## config.mk

```make
export PLATFORM = sky130hd
export DESIGN_NAME = smtp_command_line_scanner_unit_flat
export DESIGN_NICKNAME = d
export VERILOG_FILES = /design/src/sv/smtpcls_pkg.sv /design/src/sv/smtpcls_if.sv /design/src/sv/smtpcls_core.sv /design/src/sv/smtp_command_line_scanner_unit.sv /design/src/flat_wrapper.sv
export SDC_FILE = /design/constraint.sdc
export NUM_CORES = 1
export LEC_CHECK = 0
export ABC_AREA = 1
export BUFFER_PORTS_ARGS = -buffer_cell sky130_fd_sc_hd__clkbuf_2
export CORE_ASPECT_RATIO = 1.5
export CORE_UTILIZATION = 60
export DETAILED_ROUTE_END_ITERATION = 10
export MAX_ROUTING_LAYER = met4
export PLACE_DENSITY = 0.78
export SETUP_SLACK_MARGIN = 0.5
export SLEW_MARGIN = 20
export SYNTH_ARGS = -nofsm -noshare
export SYNTH_HDL_FRONTEND = slang
export SYNTH_HIERARCHICAL = 1
export SYNTH_SLANG_ARGS = --single-unit
```

## constraint.sdc

```tcl
create_clock -name clk_i -period 6.7 [get_ports clk_i]
set_input_delay 2.01 -clock clk_i [delete_from_list [all_inputs] [get_ports clk_i]]
set_output_delay 2.01 -clock clk_i [all_outputs]
set_load 0.005 [all_outputs]
```

## src/sv/smtpcls_pkg.sv

```systemverilog
// Package for the SMTP command line scanner: result type, command codes,
// command word table and byte constants. No dependencies.
package smtpcls_pkg;

  localparam int LENGTH_BITS_DEF = 32;
  localparam int DATA_LENGTH_W   = 32;

  localparam logic [7:0] CH_LF  = 8'h0A;
  localparam logic [7:0] CH_TAB = 8'h09;
  localparam logic [7:0] CH_SP  = 8'h20;
  localparam logic [7:0] CH_0   = 8'h30;
  localparam logic [7:0] CH_9   = 8'h39;

  typedef enum logic [1:0] {
    KIND_AUTH  = 2'd0,
    KIND_BDAT  = 2'd1,
    KIND_DATA  = 2'd2,
    KIND_XEXCH = 2'd3
  } kind_e;

  typedef struct packed {
    logic                     flush_here;
    logic                     enter_data;
    logic [1:0]               command_kind;
    logic [DATA_LENGTH_W-1:0] data_length;
  } result_t;

  function automatic logic [7:0] upper_of(input logic [7:0] b);
    if (b >= 8'h61 && b <= 8'h7A) begin
      return b - 8'd32;
    end
    return b;
  endfunction

  function automatic logic [2:0] word_len(input kind_e kind);
    return (kind == KIND_XEXCH) ? 3'd7 : 3'd4;
  endfunction

  // Upper-case letters of each command word, indexed by position.
  function automatic logic [7:0] word_char(input kind_e kind, input logic [2:0] pos);
    logic [7:0] c;
    c = 8'h00;
    unique case (kind)
      KIND_AUTH: begin
        case (pos)
          3'd0: c = "A";
          3'd1: c = "U";
          3'd2: c = "T";
          3'd3: c = "H";
          default: c = 8'h00;
        endcase
      end
      KIND_BDAT: begin
        case (pos)
          3'd0: c = "B";
          3'd1: c = "D";
          3'd2: c = "A";
          3'd3: c = "T";
          default: c = 8'h00;
        endcase
      end
      KIND_DATA: begin
        case (pos)
          3'd0: c = "D";
          3'd1: c = "A";
          3'd2: c = "T";
          3'd3: c = "A";
          default: c = 8'h00;
        endcase
      end
      KIND_XEXCH: begin
        case (pos)
          3'd0: c = "X";
          3'd1: c = "E";
          3'd2: c = "X";
          3'd3: c = "C";
          3'd4: c = "H";
          3'd5: c = "5";
          3'd6: c = "0";
          default: c = 8'h00;
        endcase
      end
      default: c = 8'h00;
    endcase
    return c;
  endfunction

endpackage

```

## src/sv/smtpcls_if.sv

```systemverilog
// Valid/ready channel interfaces of the SMTP command line scanner.
// Depends on smtpcls_pkg for the payload width.
interface smtpcls_in_if;
  logic       valid;
  logic       ready;
  logic [7:0] rx_byte;

  modport source (output valid, output rx_byte, input ready);
  modport sink   (input valid, input rx_byte, output ready);
endinterface

interface smtpcls_out_if;
  logic                                   valid;
  logic                                   ready;
  logic                                   flush_here;
  logic                                   enter_data;
  logic [1:0]                             command_kind;
  logic [smtpcls_pkg::DATA_LENGTH_W-1:0]  data_length;

  modport source (output valid, output flush_here, output enter_data,
                  output command_kind, output data_length, input ready);
  modport sink   (input valid, input flush_here, input enter_data,
                  input command_kind, input data_length, output ready);
endinterface

```

## src/sv/smtpcls_core.sv

```systemverilog
// Scanner state and per-byte next-state logic. Result for the presented
// byte is combinational; state moves when step_i is high.
// Depends on smtpcls_pkg.
module smtpcls_core #(
  parameter int LengthBits = smtpcls_pkg::LENGTH_BITS_DEF
) (
  input  logic                 clk_i,
  input  logic                 rst_ni,
  input  logic                 step_i,
  input  logic [7:0]           byte_i,
  output smtpcls_pkg::result_t res_o
);

  typedef enum logic [4:0] {
    ST_UNKNOWN = 5'b00001,
    ST_START   = 5'b00010,
    ST_MATCH   = 5'b00100,
    ST_LENGTH  = 5'b01000,
    ST_DONE    = 5'b10000
  } state_e;

  localparam logic [LengthBits+3:0] LenMax = {4'b0, {LengthBits{1'b1}}};

  state_e                  state_q, state_d;
  logic [2:0]              pos_q, pos_d;
  smtpcls_pkg::kind_e      kind_q, kind_d;
  logic [LengthBits-1:0]   len_q, len_d;

  logic [7:0]              upper_b;
  logic [LengthBits+3:0]   len_ext;
  logic [LengthBits+3:0]   len_next;
  logic [2:0]              pos_inc;
  logic                    is_digit;
  logic                    is_blank;

  assign upper_b  = smtpcls_pkg::upper_of(byte_i);
  assign is_digit = (byte_i >= smtpcls_pkg::CH_0) && (byte_i <= smtpcls_pkg::CH_9);
  assign is_blank = (byte_i == smtpcls_pkg::CH_SP) || (byte_i == smtpcls_pkg::CH_TAB);
  assign len_ext  = {4'b0, len_q};
  // len * 10 + digit as two shifts and two adds
  assign len_next = (len_ext << 3) + (len_ext << 1)
                  + {{(LengthBits){1'b0}}, byte_i[3:0] - smtpcls_pkg::CH_0[3:0]};
  assign pos_inc  = pos_q + 3'd1;

  always_comb begin
    state_d = state_q;
    pos_d   = pos_q;
    kind_d  = kind_q;
    len_d   = len_q;
    res_o   = '0;

    if (byte_i == smtpcls_pkg::CH_LF) begin
      res_o.flush_here = 1'b1;
      if (state_q == ST_DONE) begin
        res_o.enter_data  = 1'b1;
        res_o.data_length = smtpcls_pkg::DATA_LENGTH_W'(len_q);
        len_d             = '0;
      end
      state_d = ST_START;
    end else begin
      unique case (state_q)
        ST_START: begin
          state_d = ST_MATCH;
          pos_d   = 3'd1;
          case (upper_b)
            "A": kind_d = smtpcls_pkg::KIND_AUTH;
            "B": kind_d = smtpcls_pkg::KIND_BDAT;
            "D": kind_d = smtpcls_pkg::KIND_DATA;
            "X": kind_d = smtpcls_pkg::KIND_XEXCH;
            default: begin
              state_d = ST_UNKNOWN;
              pos_d   = pos_q;
            end
          endcase
        end
        ST_MATCH: begin
          if (pos_q < smtpcls_pkg::word_len(kind_q) &&
              upper_b == smtpcls_pkg::word_char(kind_q, pos_q)) begin
            pos_d = pos_inc;
            if (pos_inc >= smtpcls_pkg::word_len(kind_q)) begin
              pos_d   = 3'd0;
              state_d = ST_LENGTH;
            end
          end else begin
            pos_d   = 3'd0;
            state_d = ST_UNKNOWN;
          end
        end
        ST_LENGTH: begin
          if (is_blank) begin
            if (len_q != '0) begin
              state_d = ST_DONE;
            end
          end else if (is_digit) begin
            if (len_next < LenMax) begin
              len_d = len_next[LengthBits-1:0];
            end else begin
              len_d   = '0;
              state_d = ST_DONE;
            end
          end else begin
            len_d   = '0;
            state_d = ST_DONE;
          end
        end
        ST_UNKNOWN, ST_DONE: begin
          state_d = state_q;
        end
        default: state_d = ST_UNKNOWN;
      endcase
    end
    res_o.command_kind = kind_d;
  end

  always_ff @(posedge clk_i or negedge rst_ni) begin
    if (!rst_ni) begin
      state_q <= ST_UNKNOWN;
      pos_q   <= 3'd0;
      kind_q  <= smtpcls_pkg::KIND_AUTH;
      len_q   <= '0;
    end else if (step_i) begin
      state_q <= state_d;
      pos_q   <= pos_d;
      kind_q  <= kind_d;
      len_q   <= len_d;
    end
  end

endmodule

```

## src/sv/smtp_command_line_scanner_unit.sv

```systemverilog
// Top level of the SMTP command line scanner: input register, scanner core,
// result register. Depends on smtpcls_pkg, smtpcls_if.sv and smtpcls_core.
//
//   channel  dir  payload                                              handshake
//   rx_i     in   rx_byte[7:0]                                         valid/ready
//   res_o    out  flush_here, enter_data, command_kind[1:0],           valid/ready
//                 data_length[31:0]
//
// One byte per cycle sustained while the result side is ready; an accepted byte
// passes through the input register and then the result register.
// The scanner state update sits between the input register and the result register.
// Reset puts the scanner in the waiting-for-line-feed state and empties both registers.
// A stalled result register holds; the input register still takes one more byte.
module smtp_command_line_scanner_unit #(
  parameter int LENGTH_BITS = smtpcls_pkg::LENGTH_BITS_DEF
) (
  input  logic                 clk_i,
  input  logic                 rst_ni,
  smtpcls_in_if.sink           rx_i,
  smtpcls_out_if.source        res_o
);

  logic                 s1_valid_q;
  logic [7:0]           s1_byte_q;
  logic                 adv;
  logic                 out_valid_q;
  smtpcls_pkg::result_t out_q;
  smtpcls_pkg::result_t core_res;

  assign adv        = s1_valid_q && (!out_valid_q || res_o.ready);
  assign rx_i.ready = !s1_valid_q || adv;

  smtpcls_core #(
    .LengthBits(LENGTH_BITS)
  ) u_core (
    .clk_i (clk_i),
    .rst_ni(rst_ni),
    .step_i(adv),
    .byte_i(s1_byte_q),
    .res_o (core_res)
  );

  always_ff @(posedge clk_i or negedge rst_ni) begin
    if (!rst_ni) begin
      s1_valid_q <= 1'b0;
    end else if (rx_i.valid && rx_i.ready) begin
      s1_valid_q <= 1'b1;
    end else if (adv) begin
      s1_valid_q <= 1'b0;
    end
  end

  always_ff @(posedge clk_i) begin
    if (rx_i.valid && rx_i.ready) begin
      s1_byte_q <= rx_i.rx_byte;
    end
  end

  always_ff @(posedge clk_i or negedge rst_ni) begin
    if (!rst_ni) begin
      out_valid_q <= 1'b0;
    end else if (adv) begin
      out_valid_q <= 1'b1;
    end else if (res_o.ready) begin
      out_valid_q <= 1'b0;
    end
  end

  always_ff @(posedge clk_i) begin
    if (adv) begin
      out_q <= core_res;
    end
  end

  assign res_o.valid        = out_valid_q;
  assign res_o.flush_here   = out_q.flush_here;
  assign res_o.enter_data   = out_q.enter_data;
  assign res_o.command_kind = out_q.command_kind;
  assign res_o.data_length  = out_q.data_length;

`ifndef SYNTHESIS
  a_enter_on_lf: assert property (@(posedge clk_i) disable iff (!rst_ni)
    res_o.valid && res_o.enter_data |-> res_o.flush_here)
    else $error("enter_data without line feed");

  a_len_only_on_enter: assert property (@(posedge clk_i) disable iff (!rst_ni)
    res_o.valid && !res_o.enter_data |-> res_o.data_length == '0)
    else $error("data_length nonzero without enter_data");

  a_s1_hold: assert property (@(posedge clk_i) disable iff (!rst_ni)
    s1_valid_q && !adv |=> s1_valid_q && $stable(s1_byte_q))
    else $error("input register lost a pending item");

  a_no_adv_on_stall: assert property (@(posedge clk_i) disable iff (!rst_ni)
    out_valid_q && !res_o.ready |-> !adv)
    else $error("core stepped while result stalled");
`endif

endmodule

```

## src/flat_wrapper.sv

```systemverilog
// flat-port wrapper written by rule: the top's interface ports become plain ports
module smtp_command_line_scanner_unit_flat 
#(
  parameter int LENGTH_BITS = smtpcls_pkg::LENGTH_BITS_DEF
)
  (clk_i, rst_ni, rx_i_valid, rx_i_rx_byte, rx_i_ready, res_o_valid, res_o_flush_here, res_o_enter_data, res_o_command_kind, res_o_data_length, res_o_ready);
  smtpcls_in_if rx_i_i ();
  smtpcls_out_if res_o_i ();
  input  logic clk_i;
  input  logic rst_ni;
  input wire logic [$bits(rx_i_i.valid)-1:0] rx_i_valid;
  input wire logic [$bits(rx_i_i.rx_byte)-1:0] rx_i_rx_byte;
  output wire logic [$bits(rx_i_i.ready)-1:0] rx_i_ready;
  output wire logic [$bits(res_o_i.valid)-1:0] res_o_valid;
  output wire logic [$bits(res_o_i.flush_here)-1:0] res_o_flush_here;
  output wire logic [$bits(res_o_i.enter_data)-1:0] res_o_enter_data;
  output wire logic [$bits(res_o_i.command_kind)-1:0] res_o_command_kind;
  output wire logic [$bits(res_o_i.data_length)-1:0] res_o_data_length;
  input wire logic [$bits(res_o_i.ready)-1:0] res_o_ready;
  assign rx_i_i.valid = rx_i_valid;
  assign rx_i_i.rx_byte = rx_i_rx_byte;
  assign rx_i_ready = rx_i_i.ready;
  assign res_o_valid = res_o_i.valid;
  assign res_o_flush_here = res_o_i.flush_here;
  assign res_o_enter_data = res_o_i.enter_data;
  assign res_o_command_kind = res_o_i.command_kind;
  assign res_o_data_length = res_o_i.data_length;
  assign res_o_i.ready = res_o_ready;
  smtp_command_line_scanner_unit #(.LENGTH_BITS(LENGTH_BITS)) u_core (.clk_i(clk_i), .rst_ni(rst_ni), .rx_i(rx_i_i), .res_o(res_o_i));
endmodule
```

# Yosys cells after proc, flatten, opt, wreduce, memory -nomap -nowiden
# Cells that the tools add are included.
classes:
  add_sub_neg: 4
  n_mul: 0
  n_div: 0
  magnitude_cmp: 7
  n_eq_ne: 29
  shifts: 0
  n_mux: 39
  n_bitwise: 1
  n_reduce_logical: 25
ops:
  columns: ["op", "count"]
  rows:
  - ["$mux W32", 6]
  - ["$pmux W7 S4", 2]
  - ["$pmux W7 S6", 1]
  - ["$add A35 B33 Y36", 1]
  - ["$add A36 B4 Y36", 1]
  - ["$lt A36 B32 Y1 const B", 1]
  - ["$mux W5", 7]
  - ["$eq A8 B7 Y1 const B", 4]
  - ["$mux W8", 4]
  - ["$pmux W8 S4", 1]
  - ["$reduce_bool A32 Y1", 1]
  - ["$pmux W7 S3", 1]
  - ["$pmux W5 S4", 1]
  - ["$eq A8 B4 Y1 const B", 2]
  - ["$mux W3", 4]
  - ["$eq A3 B3 Y1 const B", 3]
  - ["$eq A8 B6 Y1 const B", 1]
  - ["$eq A8 B8 Y1", 1]
  - ["$ge A8 B6 Y1 const B", 1]
  - ["$ge A8 B7 Y1 const B", 1]
  - ["$le A8 B6 Y1 const B", 1]
  - ["$le A8 B7 Y1 const B", 1]
  - ["$mux W2", 4]
  - ["$ne A4 B4 Y1 const B", 2]
  - ["31 further kinds", 53]
word_totals:
  reg_bits: 88
  latchBits: 0
  ram_bits: 0
  mem_bits_ro: 0
  inputBits: 12
  output_inout_bits: 38
  word_cells: 116
  mem_count: 0

# Longest topological paths before layout
# Gate-level depths: netlist of run 1.
logic_depth:
  depth_word: 11
  mapped_depth: 24
  depth_no_buf: 23

# By module
# The synthesis of run 1 kept the hierarchy.
by_module_without_submodules:
  columns: ["module", "n_inst", "cells_per_inst", "area_per_inst_um2", "seq_area_each_um2"]
  rows:
  - ["smtpcls_core", 1, 1044, 6064.6, 1052.3]
  - ["smtp_command_line_scanner_unit", 1, 56, 1416.4, 1371.3]

# Worst setup path after synthesis of run 1
# OpenSTA, ideal clock, no wires.
synth_timing:
  path_kind: "input to register"
  startpoint: "input port res_o_ready"
  endpoint: "register u_core.u_core.state_q[1]"
  arrival_time_ps: 5054
  required_ps: 6583
  path_slack_ps: 1530
  stages: 9
  path_buffers: 0
  path_cell_list: "inv_2 -> a21oi_1 -> inv_1 -> a21oi_1 -> o21ai_0 -> a21oi_1 -> nand2_1 -> nand2_1 -> nand2_1"
synth_via:
  elab_chain_cells: 3
synth_rtl:
  columns: ["element", "line", "text"]
  rows:
  - ["start, declared", "flat_wrapper.sv:19", "input wire logic [$bits(res_o_i.ready)-1:0] res_o_ready;"]
  - ["$logic_or A1 B1 Y1", "smtp_command_line_scanner_unit.sv:30", "assign adv = s1_valid_q && (!out_valid_q || res_o.ready);"]
  - ["$logic_and A1 B1 Y1", "smtp_command_line_scanner_unit.sv:30", null]
  - ["net u_core.adv", "smtp_command_line_scanner_unit.sv:25", "logic adv;"]
  - ["$reduce_and A5 Y1 (no source line)", null, null]
  - ["end signal, assigned", "smtpcls_core.sv:122", "state_q <= state_d;"]
  - ["end, declared", "smtpcls_core.sv:24", "state_e state_q, state_d;"]
# The timed path passes the listed nets, and every way through them passes these cells.
# A chain may end at the register's enable or synchronous reset.

# Worst setup path in the final report of run 1
layout_timing:
  startpoint: "input port res_o_ready"
  endpoint: "output port rx_i_ready"
layout_via:
  elab_chain_cells: 3
layout_rtl:
  columns: ["element", "line", "text"]
  rows:
  - ["$logic_or A1 B1 Y1", "smtp_command_line_scanner_unit.sv:30", null]
  - ["$logic_and A1 B1 Y1", "smtp_command_line_scanner_unit.sv:30", null]
  - ["$logic_or A1 B1 Y1", "smtp_command_line_scanner_unit.sv:31", "assign rx_i.ready = !s1_valid_q || adv;"]
  - ["end, declared", "flat_wrapper.sv:13", "output wire logic [$bits(rx_i_i.ready)-1:0] rx_i_ready;"]
# No other way between the ends.

==> metrics list, run 1 <==
- The clock passes through at most 2 buffers.
* Clock tree root buffer cell: clkbuf_16
- The die is 139 µm tall.
* Required time reported for the critical path endpoint: 4.69 ns
* Register area share after synthesis: 32.4%
* Aggregate negative setup slack: 0 ns
- Area added between synthesis and finish: 9.35%
- Gates resized during post-CTS repair numbered 0.
- During synthesis, Yosys emitted a total of 6 warnings.
- Post-layout net count: 1,238
* Max-slew violation total from the final report: 0
- The largest total area in the synthesized netlist belongs to edfxtp_1.
- The design draws 1.25 mW.
- For the worst-skew pair, the clock arrives at the later sink with an insertion delay of 0.34 ns.
- Worst clock skew on the final layout: 0.00926 ns
* Total instance count after detailed placement: 1,292
- The number of hold buffers added after CTS was 0.
- On the worst path, the slowest cell contributes a delay of 0.12 ns.
- Final critical-path share of the clock period: 65.5%
- Max-slew headroom: 46.2%
- Cell chain of the critical path: clkbuf_2 -> inv_2 -> nand3_2 -> clkbuf_2
* Slowest-stage cell, CP: clkbuf_2
- At the end of routability-driven placement, the weighted congestion stood at 0.966.
* Area of the core: 12,100 µm²
- Drt wl/cell: 14.9 µm
* Startpoint of the worst-slack reg-to-reg timing path: u_core/u_core/len_q[2]
- Hold Worst Slack: 0.491 ns
- Counting cells, the worst reg-to-reg path comes to 18.
* Final routed wirelength across all metal layers: 19,500 µm
- For this run, the number of standard cells in the final layout without fillers is 1,308.
* Arrival time at the worst endpoint: 2.38 ns
* Kind of critical path: in2out
- Run status: finished clean
- The worst-case IR drop observed on VDD is 118 µV.
- Die Span X: 93.2 µm
- Port bufs: 49
- For flop-to-flop paths, the worst setup slack is 2.85 ns.
- Via/cell ratio: 5.51
- Of all nets on the critical path, the largest fanout is 3.
- Area enclosed by the die boundary: 12,900 µm²
- Crit path launch type: input pin
- Starting density of the core: 61.9%
- Entering global routing, the biggest net connects 45 pins.
* Top cells by area, synth: edfxtp_1 (18%), nand2_1 (17%), dfrtp_1 (14%)
- For this run, design rule violations remaining after detail routing come to 0.
- Wire length of the first global-routing pass: 31,600 µm
- Transition time of the tightest slew-check pin: 0.806 ns
- Starting DRC count in detailed routing: 551
- Worst min path class: reg2reg
- Clock-pin slew was measured on the worst setup and hold paths at 0.06 ns.
- The worst path needs 4.39 ns of the cycle, external delays included.
* PwrDens: 153 nW/µm²
- Setup violations remaining at the end of the flow were counted as 0.
* Cell with the most instances on the worst path: clkbuf_2
- Vias in the first global route: 6,885
* Number of antenna violations at the first check in global routing: 0
* Capture point of the worst path: rx_i_ready
- Each instance of the synthesized netlist takes up on average 6.80 µm².
- CTS Sinks: 88
- In this run, CTS created clock tree buffers numbering 9.
* Placement row count: 49
- Count of boundary I/O pins: 50
- The tool flagged a number of max-cap violations equal to 0.
* Post-Place Worst Slack: 2.31 ns
- The number of nets handed over by synthesis was 1,188.
- Leakage power: 4.64 nW
- Setup repair after global routing left no endpoint under its margin.
- Hold Vio Cnt, Final: 0
- In this run the critical register-to-register path is captured at u_core/u_core/state_q[1].
* Highest Clock Rate: 0.228 GHz
- Clock H-tree levels: 3
- The repair_antennas step left the layout with diodes totalling 0.
* Distinct cells, synth: 44
- Crit. End Element: output port
- After synthesis, the largest area contributor takes up 17.7% of total cell area.
- Overall overflow remaining after global route: 0
* Antenna-violating nets left: 0
- Crit path launch: res_o_ready
- TritonCTS built the clock tree.
- Setup WS post-layout: 2.31 ns
- Fraction of final layout cells sized beyond drive strength 1: 9.35%
- Netlist Area Pre-Place: 7480 µm²
- The first TritonRoute pass finished after 5 iterations.
- Total number of vias: 7,208
* Synthesized netlist cell count: 1,100
- In this run the post-CTS setup repair buffer count came out at 0.
* GRT Util Overall: 32.0%
- Post-synthesis sequential element count: 88
* DP HPWL: 15,800 µm
-- routing by layer --
layer  part of all wire, %  global-route usage, %
met5                     0                      -
met4                   2.8                   12.7
met2                    53                   58.0
met3                   4.2                   2.47
met1                    40                   35.6
-- synthesized netlist by cell type, drive strengths merged --
cell type	n
o21a	1
inv	196
edfxtp	44
a31oi	3
and2	4
o22ai	3
o2111ai	1
a21oi	38
buf	6
fa	2
o211ai	2
dfstp	1
nand3	77
a21boi	1
a32oi	1
o21ai	42
dfrtp	43
clkinv	1
o21bai	2
nand3b	7
ha	74
nor2	147
clkbuf	6
nor4	11
o221ai	1
and3	1
nor3	11
nand2	345
xor2	2
nand4	26
a21o	1
-- cells by family after synthesis --
family | Yosys count | share of synthesized area (%)
AO/OA/AOI/OAI | 96 | 6.96
buffers and inverters | 209 | 11.0
XOR/XNOR | 2 | 0.234
adder cells (fa/ha/maj) | 76 | 12.9
flip-flops | 88 | 32.4
AND/OR/NAND/NOR | 629 | 36.5
-- where the power goes --
part / internal, mW / switching (mW) / total, mW
Sequential: 0.595 / 0.0159 / 0.611
Combinational: 0.0352 / 0.0692 / 0.104
Clock: 0.329 / 0.209 / 0.538
Total: 0.960 / 0.294 / 1.25
-- flip-flops by register name, indices dropped and copies added, names as in the netlist --
name	flops
u_core/res_o.data_length	32
u_core/u_core/len_q	32
u_core/s1_byte_q	8
u_core/u_core/state_q	5
u_core/u_core/pos_q	3
u_core/res_o.command_kind	2
u_core/u_core/kind_q	2
u_core/res_o.enter_data	1
u_core/res_o.flush_here	1
u_core/res_o.valid	1
u_core/s1_valid_q	1
-- area by class of cell --
type | instances | area, µm²
Inverter | 197 | 739
Clock inverter | 6 | 93.8
Multi-Input combinational cell | 803 | 4240
Sequential cell | 88 | 2420
Tap cell | 153 | 191
Timing Repair Buffer | 51 | 260
Clock buffer | 10 | 229
Fill cell | 1119 | 3900
-- worst min-delay path by stage --
stage,startpoint,to,slack [ns],cells past startpoint
after CTS,u_core/u_core/state_q[0],u_core/u_core/state_q[0],0.49,2
after detailed placement,u_core/u_core/state_q[0],u_core/u_core/state_q[0],0.48,2
after floorplan,u_core/u_core/state_q[4],u_core/u_core/state_q[4],0.46,2
final,u_core/u_core/state_q[0],u_core/u_core/state_q[0],0.49,2
after global placement,u_core/u_core/state_q[0],u_core/u_core/state_q[0],0.48,2
after global routing,u_core/u_core/state_q[0],u_core/u_core/state_q[0],0.52,2
-- critical path, delay by kind of cell --
family / cells / cell delay (ns)
buffers and inverters: 3 / 0.29
AND/OR/NAND/NOR: 1 / 0.08
-- layout by cell type, fill, tap and decap left out, types with 4 or more instances in the layout --
master,netlist,layout
inv_2,9,9
o21ai_0,23,23
nand3b_1,7,7
nor2_1,138,138
nand4_1,26,26
nor2_4,4,4
nor4_1,11,11
nor2_2,5,5
nor3_1,8,8
edfxtp_1,44,44
inv_1,187,187
o21ai_1,19,19
dfrtp_1,43,43
nand2_1,337,337
nand3_2,9,9
a21oi_1,37,36
clkbuf_16,0,9
ha_1,74,74
nand3_1,68,68
nand2_2,8,8
clkbuf_2,0,49
-- per-stage QoR --
| stage | utilization [%] | instance area (µm²) |
|---|---|---|
| floorplan | - | 7480 |
| global placement | 65.1 | 7860 |
| detailed placement | 65.1 | 7860 |
| CTS | 67.7 | 8180 |
| global route | 67.7 | 8180 |
| finish | 67.7 | 8180 |
Note: power is estimated with default switching activity, not from simulation.
==> run 2: changes to the inputs <==
--- a/config.mk
+++ b/config.mk
@@ -8,10 +8,10 @@
 export ABC_AREA = 1
 export BUFFER_PORTS_ARGS = -buffer_cell sky130_fd_sc_hd__clkbuf_2
 export CORE_ASPECT_RATIO = 1.5
-export CORE_UTILIZATION = 60
+export CORE_UTILIZATION = 56
 export DETAILED_ROUTE_END_ITERATION = 10
 export MAX_ROUTING_LAYER = met4
-export PLACE_DENSITY = 0.78
+export PLACE_DENSITY = 0.77
 export SETUP_SLACK_MARGIN = 0.5
 export SLEW_MARGIN = 20
 export SYNTH_ARGS = -nofsm -noshare
==> constraint.sdc (replaced) <==
create_clock -name clk_i -period 3.6 [get_ports clk_i]
set_input_delay 1.08 -clock clk_i [delete_from_list [all_inputs] [get_ports clk_i]]
set_output_delay 1.08 -clock clk_i [all_outputs]
set_load 0.005 [all_outputs]
==> run 2 against run 1 <==
Utilization is 0.37 points lower. Wire length grew 14%. Register-to-register slack worse by 2.3 ns. Sequential power rose by 87%. Setup slack worse by 1.8 ns. Critical path type is now reg2reg. Highest routed layer unchanged.
==> metrics list, run 2 (synthesis gave the netlist of run 1 again) <==
- Run status: finished clean
- Post-layout net count: 1,262
- Detailed placement ended at an HPWL of 17,200 µm.
- The first global-routing pass estimated 34,000 µm of wire.
- The final critical path takes up 85.9% of the cycle.
- The total area inside the core boundary comes to 13,000 µm².
* Fraction of final layout cells sized beyond drive strength 1: 20.1%
- In the routed layout, each cell is associated on average with a via count of 5.61.
- Crit. End Element: register
- For the pin with the worst max-slew slack, the measured transition is 0.493 ns.
* Switching Fraction: 23.9%
* Net Switching: 0.547 mW
- Fraction of power consumed by the clock network: 40.6%
* Fraction of power consumed by sequential logic: 49.8%
- Setup repair after global routing could not meet its margin everywhere.
- TritonCTS built the clock tree.
- The number of hold buffers added after CTS was 0.
- Vias in the first global route: 7,129
- Along the worst path, the maximum fanout reaches 8.
- CTS Sinks: 88
- In the final timing run, aggregate negative setup slack is 0 ns.
- CTS placed an instance of clkbuf_16 at the clock tree root.
- After detailed routing, the total wire length is 22,300 µm.
- Post-route minimum period: 3.09 ns
- Final setup violation count: 0
- Detailed Routing Iterations Pass 1: 5
- Reg2reg path depth: 20
- Overall overflow remaining after global route: 0
- Measured against its own limit, the worst slew margin works out to 66.8%.
- Max-cap violations: 0
- Hold Worst Slack: 0.491 ns
- The final hold violation count was 0.
- Data on the critical path arrives at its endpoint at 3.29 ns.
- Leaving out fill and tap cells, the most frequent cell in the layout is nand2_1.
- Vertical die dimension: 144 µm
* Drt wl/cell: 16.7 µm
- Crit path launch type: register
- Clock latency on the worst-skew pair, taken at its later pin, is 0.34 ns.
* Required time reported for the critical path endpoint: 3.80 ns
- Antenna-violating nets left: 0
- Count of boundary I/O pins: 50
* Starting DRC count in detailed routing: 527
- Total number of vias: 7,509
- Clock H-tree levels: 3
* Number of antenna violations at the first check in global routing: 0
- Die Span X: 96.4 µm
- Worst clock skew on the final layout: 0.00438 ns
- Total DRC errors in the routed layout: 0
- Clock tree synthesis inserted a total of 9 buffers.
- Dividing total power by cell area gives a power density of 260 nW/µm².
* GRT Util Overall: 33.5%
- Clock-pin slew was measured on the worst setup and hold paths at 0.06 ns.
- Cell-internal power: 1.74 mW
- Relative to the synthesized area, the layout overhead comes to 17.2%.
* Depth of the worst hold-timing path: 2
- Pin count of the biggest net entering global routing: 33
- Starting density of the core: 57.5%
- For this run, the top clock speed supported by timing is 0.323 GHz.
- The congestion estimate from routability-driven global placement came to 0.975.
- The library cells used most frequently in the layout, excluding fill and tap cells, are nand2_1 (288), inv_1 (182), nor2_1 (127), ha_1 (61), nand3_1 (57).
* Peak supply drop: 237 µV
* Count of inserted antenna diode cells: 0
- Worst min path class: reg2reg
- Power consumption: 2.28 mW
- Port bufs: 49
* Placement row count: 51
- The worst setup path is of the reg2reg kind.
* Number of buffers on the longest clock path: 2
- For this design the static power due to leakage is 4.81 nW.
- The max-slew violation total from the final report was 0.
- Comb pwr share: 9.6%
- The die covers 13,800 µm².
## run 2: per-layer routing
metal / global-route usage [%] / wire, µm
met2: 59.4 / 12000
met5: - / 0
met3: 5.71 / 1210
met4: 18.8 / 1040
met1: 34.4 / 8080
## run 2: cell type report
type,instances,area (µm²)
Clock buffer,11,243
Clock inverter,5,56.3
Fill cell,1167,4250
Inverter,197,739
Multi-Input combinational cell,806,4680
Sequential cell,88,2430
Tap cell,159,199
Timing Repair Buffer,72,425
## run 2: critical path, stage by stage, from the launching register on
cell and delay [ns]:
edfxtp_1 0.40, inv_2 0.10, fa_2 0.46, fa_2 0.37, inv_2 0.09, nand2_2 0.06, nand2_2 0.08, nand3_2 0.08
nand2_2 0.11, nand2_2 0.07, nand3b_1 0.10, nand2_2 0.07, nor2_1 0.12, nand2_1 0.08, nor2_1 0.12, nand2_1 0.07
nor2_2 0.13, nand2_4 0.11, buf_6 0.15, nand4_1 0.08, o21ai_0 0.11
## run 2: worst paths after layout
path                                                from                       end  slack (ns)
worst max-delay path                 u_core/s1_byte_q[3]   u_core/u_core/len_q[18]        0.51
max in group asynchronous                         rst_ni  u_core/u_core/state_q[0]        2.16
worst min-delay path            u_core/u_core/state_q[0]  u_core/u_core/state_q[0]        0.49
worst max register to register       u_core/s1_byte_q[3]   u_core/u_core/len_q[18]        0.51
min in group asynchronous                         rst_ni         u_core/s1_valid_q        0.65
worst min register to register  u_core/u_core/state_q[0]  u_core/u_core/state_q[0]        0.49
## run 2: what timing repair did
action                                 CTS  global route
gates cloned                             3             0
endpoints found under the hold margin    0             0
setup buffers                            7             8
setup endpoints to repair               37            37
pin swaps                               16            31
gates resized for setup                 40            88
## run 2: stage by stage
stage / util, % / worst slack (ns) / cells / cell area, µm²
finish: 67.4 / 0.509 / 1338 / 8770
global route: 67.4 / 0.378 / 1338 / 8770
CTS: 64.7 / 0.514 / 1330 / 8420
detailed placement: 60.8 / 0.0197 / 1304 / 7910
global placement: 60.8 / 0.0993 / 1304 / 7910
floorplan: - / 0.509 / 1100 / 7490
## run 2: power groups by stage
stage,registers [mW],clock network (mW),logic [mW]
6_report,1.14,0.927,0.219
2_1_floorplan,1.15,0,0.112
3_3_place_gp,1.16,0,0.193
5_1_grt,1.14,0.982,0.250
4_1_cts,1.14,0.935,0.206
3_5_place_dp,1.16,0,0.200
